`config.mk`:
```
export PLATFORM = sky130hd
export DESIGN_NAME = md5_block_compression_top
export DESIGN_NICKNAME = d
export VERILOG_FILES = /design/src/rtl/core/md5bc_pkg.sv /design/src/rtl/core/md5bc_ctrl.sv /design/src/rtl/core/md5bc_datapath.sv /design/src/rtl/core/md5_block_compression_top.sv
export SDC_FILE = /design/constraint.sdc
export NUM_CORES = 2
export LEC_CHECK = 0
export BUFFER_PORTS_ARGS = -buffer_cell sky130_fd_sc_hd__buf_4
export CAP_MARGIN = 20
export CORE_MARGIN = 2
export CORE_UTILIZATION = 42
export CTS_CLUSTER_DIAMETER = 200
export DETAILED_ROUTE_END_ITERATION = 8
export GPL_TIMING_DRIVEN = 0
export SETUP_SLACK_MARGIN = 0.1
export SLEW_MARGIN = 20
export SYNTH_ARGS = -nofsm -noshare
export SYNTH_HDL_FRONTEND = slang
export SYNTH_SLANG_ARGS = --single-unit
```
`constraint.sdc`:
```
create_clock -name clk -period 19.91 [get_ports clk]
set_input_delay 2.9865 -clock clk [delete_from_list [all_inputs] [get_ports clk]]
set_output_delay 2.9865 -clock clk [all_outputs]
set_load 0.005 [all_outputs]
```
`src/rtl/core/md5bc_pkg.sv`:
```
`timescale 1ns / 1ps
// Shared types, constants and round tables for the MD5 block compression core.
// No dependencies; every other file of the core uses it by scoped names.
package md5bc_pkg;

    localparam int WORD_W          = 32;
    localparam int WORDS_PER_BLOCK = 16;
    localparam int ROUNDS          = 64;
    localparam int WIDX_W          = $clog2(WORDS_PER_BLOCK);
    localparam int ROUND_W         = $clog2(ROUNDS);
    localparam int ROT_W           = 5;

    localparam logic [WORD_W-1:0] IV_A = 32'h67452301;
    localparam logic [WORD_W-1:0] IV_B = 32'hefcdab89;
    localparam logic [WORD_W-1:0] IV_C = 32'h98badcfe;
    localparam logic [WORD_W-1:0] IV_D = 32'h10325476;

    localparam logic [WIDX_W-1:0]  LAST_WORD  = WIDX_W'(WORDS_PER_BLOCK - 1);
    localparam logic [ROUND_W-1:0] LAST_ROUND = ROUND_W'(ROUNDS - 1);

    // Round groups, selected by the two top bits of the round index
    localparam logic [1:0] GRP_F = 2'd0;
    localparam logic [1:0] GRP_G = 2'd1;
    localparam logic [1:0] GRP_H = 2'd2;
    localparam logic [1:0] GRP_I = 2'd3;

    typedef enum logic [2:0] {
        ST_COLLECT,
        ST_START,
        ST_ROUND,
        ST_FINISH,
        ST_DELIVER
    } state_t;

    typedef struct packed {
        logic               write_word;
        logic               reload;
        logic               init_work;
        logic               round_en;
        logic               finish;
        logic [WIDX_W-1:0]  word_idx;
        logic [ROUND_W-1:0] round;
    } cmd_t;

    function automatic logic [WORD_W-1:0] round_const(input logic [ROUND_W-1:0] r);
        logic [WORD_W-1:0] k;
        case (r)
            6'd0:  k = 32'hd76aa478;  6'd1:  k = 32'he8c7b756;
            6'd2:  k = 32'h242070db;  6'd3:  k = 32'hc1bdceee;
            6'd4:  k = 32'hf57c0faf;  6'd5:  k = 32'h4787c62a;
            6'd6:  k = 32'ha8304613;  6'd7:  k = 32'hfd469501;
            6'd8:  k = 32'h698098d8;  6'd9:  k = 32'h8b44f7af;
            6'd10: k = 32'hffff5bb1;  6'd11: k = 32'h895cd7be;
            6'd12: k = 32'h6b901122;  6'd13: k = 32'hfd987193;
            6'd14: k = 32'ha679438e;  6'd15: k = 32'h49b40821;
            6'd16: k = 32'hf61e2562;  6'd17: k = 32'hc040b340;
            6'd18: k = 32'h265e5a51;  6'd19: k = 32'he9b6c7aa;
            6'd20: k = 32'hd62f105d;  6'd21: k = 32'h02441453;
            6'd22: k = 32'hd8a1e681;  6'd23: k = 32'he7d3fbc8;
            6'd24: k = 32'h21e1cde6;  6'd25: k = 32'hc33707d6;
            6'd26: k = 32'hf4d50d87;  6'd27: k = 32'h455a14ed;
            6'd28: k = 32'ha9e3e905;  6'd29: k = 32'hfcefa3f8;
            6'd30: k = 32'h676f02d9;  6'd31: k = 32'h8d2a4c8a;
            6'd32: k = 32'hfffa3942;  6'd33: k = 32'h8771f681;
            6'd34: k = 32'h6d9d6122;  6'd35: k = 32'hfde5380c;
            6'd36: k = 32'ha4beea44;  6'd37: k = 32'h4bdecfa9;
            6'd38: k = 32'hf6bb4b60;  6'd39: k = 32'hbebfbc70;
            6'd40: k = 32'h289b7ec6;  6'd41: k = 32'heaa127fa;
            6'd42: k = 32'hd4ef3085;  6'd43: k = 32'h04881d05;
            6'd44: k = 32'hd9d4d039;  6'd45: k = 32'he6db99e5;
            6'd46: k = 32'h1fa27cf8;  6'd47: k = 32'hc4ac5665;
            6'd48: k = 32'hf4292244;  6'd49: k = 32'h432aff97;
            6'd50: k = 32'hab9423a7;  6'd51: k = 32'hfc93a039;
            6'd52: k = 32'h655b59c3;  6'd53: k = 32'h8f0ccc92;
            6'd54: k = 32'hffeff47d;  6'd55: k = 32'h85845dd1;
            6'd56: k = 32'h6fa87e4f;  6'd57: k = 32'hfe2ce6e0;
            6'd58: k = 32'ha3014314;  6'd59: k = 32'h4e0811a1;
            6'd60: k = 32'hf7537e82;  6'd61: k = 32'hbd3af235;
            6'd62: k = 32'h2ad7d2bb;  6'd63: k = 32'heb86d391;
            default: k = '0;
        endcase
        return k;
    endfunction

    // Left-rotate amount: four values per group, repeating every four rounds
    function automatic logic [ROT_W-1:0] rot_amount(input logic [ROUND_W-1:0] r);
        logic [ROT_W-1:0] s;
        case ({r[5:4], r[1:0]})
            4'b00_00: s = 5'd7;   4'b00_01: s = 5'd12;
            4'b00_10: s = 5'd17;  4'b00_11: s = 5'd22;
            4'b01_00: s = 5'd5;   4'b01_01: s = 5'd9;
            4'b01_10: s = 5'd14;  4'b01_11: s = 5'd20;
            4'b10_00: s = 5'd4;   4'b10_01: s = 5'd11;
            4'b10_10: s = 5'd16;  4'b10_11: s = 5'd23;
            4'b11_00: s = 5'd6;   4'b11_01: s = 5'd10;
            4'b11_10: s = 5'd15;  4'b11_11: s = 5'd21;
            default:  s = '0;
        endcase
        return s;
    endfunction

    // Message word order; only the low four bits of the round matter mod 16
    function automatic logic [WIDX_W-1:0] msg_index(input logic [ROUND_W-1:0] r);
        logic [WIDX_W-1:0] lo;
        logic [WIDX_W-1:0] g;
        lo = r[WIDX_W-1:0];
        case (r[5:4])
            GRP_F:   g = lo;
            GRP_G:   g = WIDX_W'(lo * WIDX_W'(5) + WIDX_W'(1));
            GRP_H:   g = WIDX_W'(lo * WIDX_W'(3) + WIDX_W'(5));
            GRP_I:   g = WIDX_W'(lo * WIDX_W'(7));
            default: g = lo;
        endcase
        return g;
    endfunction

endpackage

```
`src/rtl/core/md5bc_ctrl.sv`:
```
`timescale 1ns / 1ps
// Sequencer for the MD5 block compression core: word collection, rounds, delivery.
// Depends on md5bc_pkg for the state type and the command struct.
module md5bc_ctrl
(
    input  logic              clk,
    input  logic              rst_n,
    input  logic              in_valid,
    output logic              in_stall,
    input  logic              new_message,
    output logic              out_valid,
    input  logic              out_stall,
    output md5bc_pkg::cmd_t   cmd
);

    md5bc_pkg::state_t                 state_reg, state_next;
    logic [md5bc_pkg::WIDX_W-1:0]      word_count_reg, word_count_next;
    logic [md5bc_pkg::ROUND_W-1:0]     round_reg, round_next;
    logic                              in_beat;

    assign in_beat = (state_reg == md5bc_pkg::ST_COLLECT) && in_valid;

    always_ff @(posedge clk or negedge rst_n)
    begin
        if (!rst_n)
        begin
            state_reg      <= md5bc_pkg::ST_COLLECT;
            word_count_reg <= '0;
            round_reg      <= '0;
        end
        else
        begin
            state_reg      <= state_next;
            word_count_reg <= word_count_next;
            round_reg      <= round_next;
        end
    end

    // Next state and counters
    always_comb
    begin
        state_next      = state_reg;
        word_count_next = word_count_reg;
        round_next      = round_reg;
        case (state_reg)
            md5bc_pkg::ST_COLLECT:
            begin
                if (in_beat)
                begin
                    word_count_next = word_count_reg + 1'b1;
                    if (word_count_reg == md5bc_pkg::LAST_WORD)
                        state_next = md5bc_pkg::ST_START;
                end
            end
            md5bc_pkg::ST_START:
            begin
                round_next = '0;
                state_next = md5bc_pkg::ST_ROUND;
            end
            md5bc_pkg::ST_ROUND:
            begin
                round_next = round_reg + 1'b1;
                if (round_reg == md5bc_pkg::LAST_ROUND)
                    state_next = md5bc_pkg::ST_FINISH;
            end
            md5bc_pkg::ST_FINISH:
            begin
                state_next = md5bc_pkg::ST_DELIVER;
            end
            md5bc_pkg::ST_DELIVER:
            begin
                if (!out_stall)
                    state_next = md5bc_pkg::ST_COLLECT;
            end
            default:
            begin
                state_next = md5bc_pkg::ST_COLLECT;
            end
        endcase
    end

    // Outputs and datapath commands
    always_comb
    begin
        in_stall       = 1'b1;
        out_valid      = 1'b0;
        cmd.write_word = 1'b0;
        cmd.reload     = 1'b0;
        cmd.init_work  = 1'b0;
        cmd.round_en   = 1'b0;
        cmd.finish     = 1'b0;
        cmd.word_idx   = word_count_reg;
        cmd.round      = round_reg;
        case (state_reg)
            md5bc_pkg::ST_COLLECT:
            begin
                in_stall       = 1'b0;
                cmd.write_word = in_beat;
                cmd.reload     = in_beat && new_message;
            end
            md5bc_pkg::ST_START:   cmd.init_work = 1'b1;
            md5bc_pkg::ST_ROUND:   cmd.round_en  = 1'b1;
            md5bc_pkg::ST_FINISH:  cmd.finish    = 1'b1;
            md5bc_pkg::ST_DELIVER: out_valid     = 1'b1;
            default:
            begin
                in_stall = 1'b1;
            end
        endcase
    end

    a_start_clean: assert property (@(posedge clk) disable iff (!rst_n)
        (state_reg == md5bc_pkg::ST_START) |-> (word_count_reg == '0))
        else $error("block started with words still counted");

    a_round_base: assert property (@(posedge clk) disable iff (!rst_n)
        (state_reg == md5bc_pkg::ST_START) |=> (round_reg == '0))
        else $error("rounds did not start from zero");

    a_last_round: assert property (@(posedge clk) disable iff (!rst_n)
        (state_reg == md5bc_pkg::ST_ROUND && round_reg == md5bc_pkg::LAST_ROUND)
        |=> (state_reg == md5bc_pkg::ST_FINISH))
        else $error("last round not followed by finish");

    a_block_close: assert property (@(posedge clk) disable iff (!rst_n)
        (in_beat && word_count_reg == md5bc_pkg::LAST_WORD)
        |=> (state_reg == md5bc_pkg::ST_START))
        else $error("sixteenth word did not start compression");

endmodule

```
`src/rtl/core/md5bc_datapath.sv`:
```
`timescale 1ns / 1ps
// Datapath of the MD5 block compression core: block buffer, working and chaining registers.
// Depends on md5bc_pkg for tables, constants and the command struct.
module md5bc_datapath
(
    input  logic                              clk,
    input  logic                              rst_n,
    input  md5bc_pkg::cmd_t                   cmd,
    input  logic [md5bc_pkg::WORD_W-1:0]      message_word,
    output logic [md5bc_pkg::WORD_W-1:0]      chain_a,
    output logic [md5bc_pkg::WORD_W-1:0]      chain_b,
    output logic [md5bc_pkg::WORD_W-1:0]      chain_c,
    output logic [md5bc_pkg::WORD_W-1:0]      chain_d
);

    localparam int W = md5bc_pkg::WORD_W;

    logic [W-1:0] buf_mem [md5bc_pkg::WORDS_PER_BLOCK];

    logic [W-1:0] ch_a_reg, ch_b_reg, ch_c_reg, ch_d_reg;
    logic [W-1:0] wa_reg, wb_reg, wc_reg, wd_reg;
    logic [W-1:0] pre_reg, pre_next;   // a + K + M of the round about to run

    logic [md5bc_pkg::ROUND_W-1:0] pre_round;
    logic [W-1:0]                  pre_a;
    logic [W-1:0]                  f_val;
    logic [W-1:0]                  sum;
    logic [2*W-1:0]                rot_dbl;
    logic [W-1:0]                  b_next;

    always_ff @(posedge clk)
    begin
        if (cmd.write_word)
            buf_mem[cmd.word_idx] <= message_word;
    end

    // Prefetch the next round's addend into pre_reg, ahead of its round
    always_comb
    begin
        pre_round = cmd.init_work ? '0 : cmd.round + 1'b1;
        pre_a     = cmd.init_work ? ch_a_reg : wd_reg;
        pre_next  = pre_a + md5bc_pkg::round_const(pre_round)
                  + buf_mem[md5bc_pkg::msg_index(pre_round)];
    end

    always_comb
    begin
        case (cmd.round[5:4])
            md5bc_pkg::GRP_F: f_val = (wb_reg & wc_reg) | (~wb_reg & wd_reg);
            md5bc_pkg::GRP_G: f_val = (wb_reg & wd_reg) | (wc_reg & ~wd_reg);
            md5bc_pkg::GRP_H: f_val = wb_reg ^ wc_reg ^ wd_reg;
            md5bc_pkg::GRP_I: f_val = wc_reg ^ (wb_reg | ~wd_reg);
            default:          f_val = '0;
        endcase
        sum     = f_val + pre_reg;
        rot_dbl = {sum, sum} << md5bc_pkg::rot_amount(cmd.round);
        b_next  = wb_reg + rot_dbl[2*W-1:W];
    end

    always_ff @(posedge clk)
    begin
        if (cmd.init_work || cmd.round_en)
            pre_reg <= pre_next;
    end

    always_ff @(posedge clk or negedge rst_n)
    begin
        if (!rst_n)
        begin
            wa_reg <= '0;
            wb_reg <= '0;
            wc_reg <= '0;
            wd_reg <= '0;
        end
        else if (cmd.init_work)
        begin
            wa_reg <= ch_a_reg;
            wb_reg <= ch_b_reg;
            wc_reg <= ch_c_reg;
            wd_reg <= ch_d_reg;
        end
        else if (cmd.round_en)
        begin
            wa_reg <= wd_reg;
            wd_reg <= wc_reg;
            wc_reg <= wb_reg;
            wb_reg <= b_next;
        end
    end

    always_ff @(posedge clk or negedge rst_n)
    begin
        if (!rst_n)
        begin
            ch_a_reg <= md5bc_pkg::IV_A;
            ch_b_reg <= md5bc_pkg::IV_B;
            ch_c_reg <= md5bc_pkg::IV_C;
            ch_d_reg <= md5bc_pkg::IV_D;
        end
        else if (cmd.reload)
        begin
            ch_a_reg <= md5bc_pkg::IV_A;
            ch_b_reg <= md5bc_pkg::IV_B;
            ch_c_reg <= md5bc_pkg::IV_C;
            ch_d_reg <= md5bc_pkg::IV_D;
        end
        else if (cmd.finish)
        begin
            ch_a_reg <= ch_a_reg + wa_reg;
            ch_b_reg <= ch_b_reg + wb_reg;
            ch_c_reg <= ch_c_reg + wc_reg;
            ch_d_reg <= ch_d_reg + wd_reg;
        end
    end

    assign chain_a = ch_a_reg;
    assign chain_b = ch_b_reg;
    assign chain_c = ch_c_reg;
    assign chain_d = ch_d_reg;

endmodule

```
`src/rtl/core/md5_block_compression_top.sv`:
```
`timescale 1ns / 1ps
// Top level of the MD5 block compression core: sequencer plus datapath.
// Depends on md5bc_pkg, md5bc_ctrl and md5bc_datapath.
//
//   channel | handshake              | payload
//   --------+------------------------+-------------------------------------
//   in      | in_valid / in_stall    | message_word[31:0], new_message
//   out     | out_valid / out_stall  | chain_a, chain_b, chain_c, chain_d
//
// Sixteen words are taken one beat per cycle while in_stall is low; the
// sixteenth starts a block. The block then passes one prefetch step, 64
// rounds through the single round unit and one chaining add before the
// result is shown.
// Reset loads the MD5 initial value and empties the word count.
// in_stall is high from the closing word until the result beat is taken;
// out_stall holds the result on the ports for as long as it stays high.
module md5_block_compression_top
(
    input  logic        clk,
    input  logic        rst_n,

    input  logic        in_valid,
    output logic        in_stall,
    input  logic [31:0] message_word,
    input  logic        new_message,

    output logic        out_valid,
    input  logic        out_stall,
    output logic [31:0] chain_a,
    output logic [31:0] chain_b,
    output logic [31:0] chain_c,
    output logic [31:0] chain_d
);

    // Commands from the sequencer; the datapath only obeys them
    md5bc_pkg::cmd_t cmd;

    md5bc_ctrl u_ctrl
    (
        .clk         (clk),
        .rst_n       (rst_n),
        .in_valid    (in_valid),
        .in_stall    (in_stall),
        .new_message (new_message),
        .out_valid   (out_valid),
        .out_stall   (out_stall),
        .cmd         (cmd)
    );

    // Chaining registers drive the result ports directly; they hold still
    // while the result beat waits since the input side is stalled then.
    md5bc_datapath u_datapath
    (
        .clk          (clk),
        .rst_n        (rst_n),
        .cmd          (cmd),
        .message_word (message_word),
        .chain_a      (chain_a),
        .chain_b      (chain_b),
        .chain_c      (chain_c),
        .chain_d      (chain_d)
    );

endmodule

```
; After elaboration in Yosys (flattened, before gate mapping)
; Memory sizes are Yosys's and may differ from the RTL's.
; Cells that the tools add are included.
; W data, S select, Z words.
[totals]
wordCells = 104
input_bits = 37
ramBits = 512
reg_bits = 301
mem_bits_ro = 2128
out_inout_bits = 130
mem_count = 3
[mem_list]
columns = name, depth, word_bits, read_ports, rd_ports_with_merged_regs, write_ports, line_no
row1 = (no name shown), 64, 32, 1, 0, 0, md5bc_pkg.sv:47  ; case (r)
row2 = u_datapath.buf_mem, 16, 32, 1, 0, 1, md5bc_datapath.sv:18  ; logic [W-1:0] buf_mem [md5bc_pkg::WORDS_PER_BLOCK];
row3 = (no name shown), 16, 5, 1, 0, 0, md5bc_pkg.sv:88  ; case ({r[5:4], r[1:0]})
[op_classes]
multipliers = 3
n_addsub = 12
reduce_logical = 11
n_eq_ne = 16
muxes = 34
shifts = 1
bitwise = 12
[ops]
columns = op, count
row1 = $mux W32, 17
row2 = $add A32 B32 Y32, 8
row3 = $and A32 B32 Y32, 4
row4 = $pmux W32 S4, 1
row5 = $or A32 B32 Y32, 3
row6 = $xor A32 B32 Y32, 3
row7 = $not A32 Y32, 2
row8 = $shl A64 B5 Y64, 1
row9 = $pmux W4 S4, 1
row10 = $pmux W3 S5, 1
row11 = $mux W3, 4
row12 = $pmux W6 S2, 1
row13 = $add A4 B1 Y4 const B, 2
row14 = $eq A2 B2 Y1 const B, 4
row15 = $mul A4 B3 Y4 const B, 2
row16 = $mux W1, 7
row17 = $add A6 B1 Y6 const B, 1
row18 = $eq A3 B2 Y1 const B, 2
row19 = $eq A6 B6 Y1 const B, 1
row20 = $mux W6, 1
row21 = $reduce_bool A2 Y1, 3
row22 = $add A4 B3 Y4 const B, 1
row23 = $eq A2 B1 Y1 const B, 2
row24 = $eq A4 B4 Y1 const B, 1
row25 = 12 further kinds, 16

; Logic depth before layout (Yosys ltp)
[depth]
word_depth = 9
depth_mapped = 37
mapped_depth_nobuf = 33

; Hierarchy
; A second synthesis with hierarchy kept.
[unflattened]
hier_cells = 4641
area_unflattened_um2 = 50724.9
[by_module_without_submodules]
columns = module, cells_each, seq_area_each_um2, area_per_inst_um2, n_inst
row1 = md5bc_datapath, 4582, 22821.9, 50088.0, 1
row2 = md5bc_ctrl, 59, 325.3, 636.9, 1

; Least setup slack after synthesis
; Ideal clock, no wire load.
[synth_timing]
path_type = register -> register
from = reg u_ctrl.round_reg[0] (netlist name)
to = reg u_datapath.pre_reg[29], data pin
stages_incl_launch_ff = 38
required_ns = 19.648
n_path_buf = 5
setup_ns = 0.262
synth_period_minus_slack_ns = 7.844
path_slack_ns = 12.066
arrival_time_ns = 7.582
path_cell_list = dfrtp_1 clkinv_1 ha_1 clkbuf_1 inv_2 nand2_1 inv_1 ha_1 clkbuf_1 inv_1 fa_1 xor2_1 xnor2_1 nor2_1 xnor2_1 a31oi_1 clkbuf_1 buf_2 [... 2 more ...] a21o_1 fa_1 inv_1 ha_1 inv_1 fa_1 nor2b_1 o21ai_0 a31oi_1 o21ai_1 a21oi_1 or3_1 nand2_1 a31oi_1 o21ai_0 o21ba_2 a21oi_1 xor2_1
[synth_via]
elab_chain_len = 7
word_cells_on_any_way = 16
cone_classes = add/sub: 5 / mul: 3 / eq/ne: 3 / mux: 2 / reduce/logical: 1 / memory: 2
[synth_rtl]
columns = item, line_no
row1 = start: declaration, md5bc_ctrl.sv:18  ; logic [md5bc_pkg::ROUND_W-1:0] round_reg, round_next;
row2 = start signal: assignment, md5bc_ctrl.sv:35  ; round_reg <= round_next;
row3 = $add A6 B1 Y6 (*), md5bc_datapath.sv:40  ; pre_round = cmd.init_work ? '0 : cmd.round + 1'b1;
row4 = $mux W6 (*), md5bc_datapath.sv:40
row5 = $mul A4 B2 Y4 or $mul A4 B3 Y4 (tied branches), "md5bc_pkg.sv:110, md5bc_pkg.sv:109"
row6 = $add A4 B3 Y4 or $add A4 B1 Y4 (tied branches), "md5bc_pkg.sv:110, md5bc_pkg.sv:109"
row7 = $pmux W4 S4, md5bc_pkg.sv:107  ; case (r[5:4])
row8 = $mem_v2 Z16 W32, n/a
row9 = $add A32 B32 Y32 (*), md5bc_datapath.sv:43  ; + buf_mem[md5bc_pkg::msg_index(pre_round)];
row10 = net u_datapath.pre_next[29], md5bc_datapath.sv:22  ; logic [W-1:0] pre_reg, pre_next;
row11 = end signal: assignment, md5bc_datapath.sv:63  ; pre_reg <= pre_next;
row12 = end: declaration, md5bc_datapath.sv:22
; Mark *: on every way through the listed nets, which the timed path passes. The rest lies on a longest branch.
; A chain may end at the register's enable or synchronous reset.

; Worst setup path after layout
; Same ends and word-level chain as after synthesis.

==> impl_metrics.json <==
{
  "cts_resized": 0,
  "cap_viol_max_count": 0,
  "io_buffers": 166,
  "placementRows": 127,
  "synth_mux_area_frac": 0.0281,
  "synthSimpleGateAreaFrac": 0.136,
  "vias": 44800,
  "setup_violations": 0,
  "drt_iter0_drc": 5154,
  "num-fill-cells": 11200,
  "largest_register_ffs": 512,
  "dp_hpwl_microns": 152000,
  "core_sq_mm": 0.120,
  "top_layer_used": "met5",
  "slew_violations": 0,
  "drt_wl_total_microns": 202000,
  "critPathBufInv": 10,
  "fin_tns_setup_ns": 0,
  "drtPass1Iterations": 6,
  "syn_area_sq_mm": 0.0510,
  "synth_fa_ha_area_frac": 0.0877,
  "die_h_microns": 353,
  "synthCells": 5237,
  "nets": 5908,
  "synth_top_family_by_area": "compound AO/OA/AOI/OAI gates",
  "multi_input_area_sq_mm": 0.0263,
  "htree_num_levels": 3,
  "slowest_stage": "clkbuf_1",
  "status": "completed",
  "hold_violations": 0,
  "die_area_sq_mm": 0.124,
  "ctsHoldBuffers": 0,
  "grt_pass1_wl_microns": 292000,
  "cts_buffers": 90,
  "drive_gt1_frac": 0.0903,
  "grt_max_degree": 93,
  "clock_sinks": 813,
  "critPathMostFrequentCell": "a21oi_1",
  "synth_edf_count": 544,
  "slowest_delay_ns": 0.75,
  "fin_crit_sh": 0.600,
  "clk_pin_slew_ns": 0.06,
  "overflow": 0,
  "ys_seq_area_frac": 0.454,
  "tightest_slew_ns": 1.22,
  "synthFlopType": "edfxtp_1",
  "synth_xor_area_frac": 0.0387,
  "avgSynthCellArea_sq_um": 9.74,
  "ios": 167,
  "wl_per_cell_microns": 28.0,
  "rsz0062_at_grt": "no",
  "tritoncts": "done",
  "ys_async_sr_fraction": 0.331,
  "critPathKind": "flip-flop to flip-flop",
  "clock_path_buffers": 3,
  "met2_length_microns": 92400,
  "wl_met3_microns": 16800,
  "clock_skew_ns": 0.0519,
  "period_needed_ns": 11.94,
  "synth_seq_cells": 813,
  "ys_types": 95,
  "vias_per_cell": 6.21,
  "dieWidth_microns": 353,
  "gp_congestion": 1.02,
  "cts_setup_buffers": 0,
  "cp_max_fo": 13,
  "grt_pass1_vias": 42500,
  "antenna_found_initial": 6,
  "area_growth_syn_to_layout_pct": 13.9,
  "top_register": "u_datapath.buf_mem",
  "drt-met1-wl_microns": 80400,
  "slew_headroom": 0.186,
  "clock_latency_ns": 0.72,
  "cp-start-kind": "flip-flop",
  "antenna_left": 0,
  "fmax_ghz": 0.0838,
  "end_kind": "flip-flop",
  "cp.required_ns": 20.33,
  "hold_path_class": "flip-flop to flip-flop",
  "ctsRootBufferMaster": "clkbuf_16",
  "synth-compound-area-share": 0.222,
  "synth_warnings": 0,
  "crit_family": "buffers and inverters",
  "arrival_ns": 12.36,
  "initial_core_util": 0.424,
  "seqCellArea_sq_mm": 0.0231,
  "synth.net_count": 5607,
  "grt_use_total": 0.317,
  "drc": 0
}
[cell usage after synthesis, types with 75 or more instances]
cell,instances,share of area
a22oi_1,120,0.018
mux2i_1,108,0.021
nand2_1,745,0.055
inv_1,129,0.0095
clkbuf_1,268,0.020
a211oi_1,217,0.032
nand3_1,90,0.0088
xor2_1,89,0.015
nor2_1,308,0.023
edfxtp_1,544,0.32
o21ai_0,270,0.026
xnor2_1,134,0.023
ha_1,292,0.072
a21o_1,117,0.017
a21oi_1,422,0.041
and2_1,75,0.0092
dfrtp_1,205,0.10
a31oi_1,121,0.015
[stage by stage]
step / instance area, sq um / hold WS, ns / instances / util / setup WS [ns]
3_3_place_gp: 54300 / 0.509 / 7015 / 0.451 / 8.25
2_1_floorplan: 51000 / 0.494 / 5237 / - / 12.07
3_5_place_dp: 55200 / 0.520 / 7058 / 0.459 / 8.35
6_report: 58100 / 0.531 / 7226 / 0.483 / 7.97
4_1_cts: 58100 / 0.530 / 7224 / 0.483 / 8.31
5_1_grt: 58100 / 0.545 / 7225 / 0.483 / 7.36
[kinds of logic after synthesis]
family	Yosys count
muxes	134
and+or+nand+nor	1555
DFF	813
adders and majority gates	333
AOI/OAI and AO/OA	1723
xor gates and xnor gates	224
buffers and inverters	455
[routing by layer]
layer | GRT usage | vias up
li1 | - | 20100
met1 | 0.402 | 21900
met2 | 0.507 | 2216
met3 | 0.0668 | 544
met4 | 0.172 | 6
met5 | 0 | -
[tightest hold or removal path, cell delays in order (launching register included)]
cell and delay, ns:
dfstp_2 0.39, nor2_1 0.10, a21oi_1 0.05
[final timing paths]
kind                                             start                      to  slack [ns]  cells after the start
worst min-delay path            u_datapath.chain_a[25]  u_datapath.chain_a[25]        0.53                      2
worst min register to register  u_datapath.chain_a[25]  u_datapath.chain_a[25]        0.53                      2
max in group asynchronous                        rst_n   u_datapath.chain_a[0]       16.62                      3
min in group asynchronous                        rst_n  u_datapath.chain_c[16]        2.16                      1
worst max-delay path               u_ctrl.round_reg[0]  u_datapath.pre_reg[29]        7.97                     36
worst max register to register     u_ctrl.round_reg[0]  u_datapath.pre_reg[29]        7.97                     36
[cells in the final DEF (no fill, tap or decap), types with 20 or more instances in the layout]
cell / n
o21a_1: 35
dfstp_2: 64
clkbuf_16: 93
mux2i_1: 108
o21ai_0: 269
a21oi_1: 420
dfrtp_1: 205
a31oi_1: 121
buf_1: 36
edfxtp_1: 544
nor3_1: 70
nor2b_1: 35
o21ai_1: 49
nand2_1: 745
a21o_1: 117
ha_1: 292
nand4_1: 22
nand3_1: 90
clkbuf_1: 286
inv_1: 129
nor2_1: 294
o31ai_1: 37
a211oi_1: 217
o221ai_1: 22
and2_0: 71
fa_1: 41
xor2_1: 89
xnor2_1: 134
and2_1: 75
o21bai_1: 23
o211ai_1: 36
nand2b_1: 60
buf_4: 183
o22ai_1: 20
a22oi_1: 120
a311oi_1: 71
[cell type report]
type	count	area share
Inverter	134	0.00866
Timing Repair Buffer	209	0.0343
Buffer	321	0.0212
Antenna cell	2	0.0000861
Multi-Input combinational cell	3969	0.452
Clock inverter	37	0.00596
Sequential cell	813	0.398
Tap cell	1612	0.0347
Clock buffer	129	0.0444
Power is not shown: default switching activity piles up to over one toggle a cycle in this logic, so the estimate is an artifact.
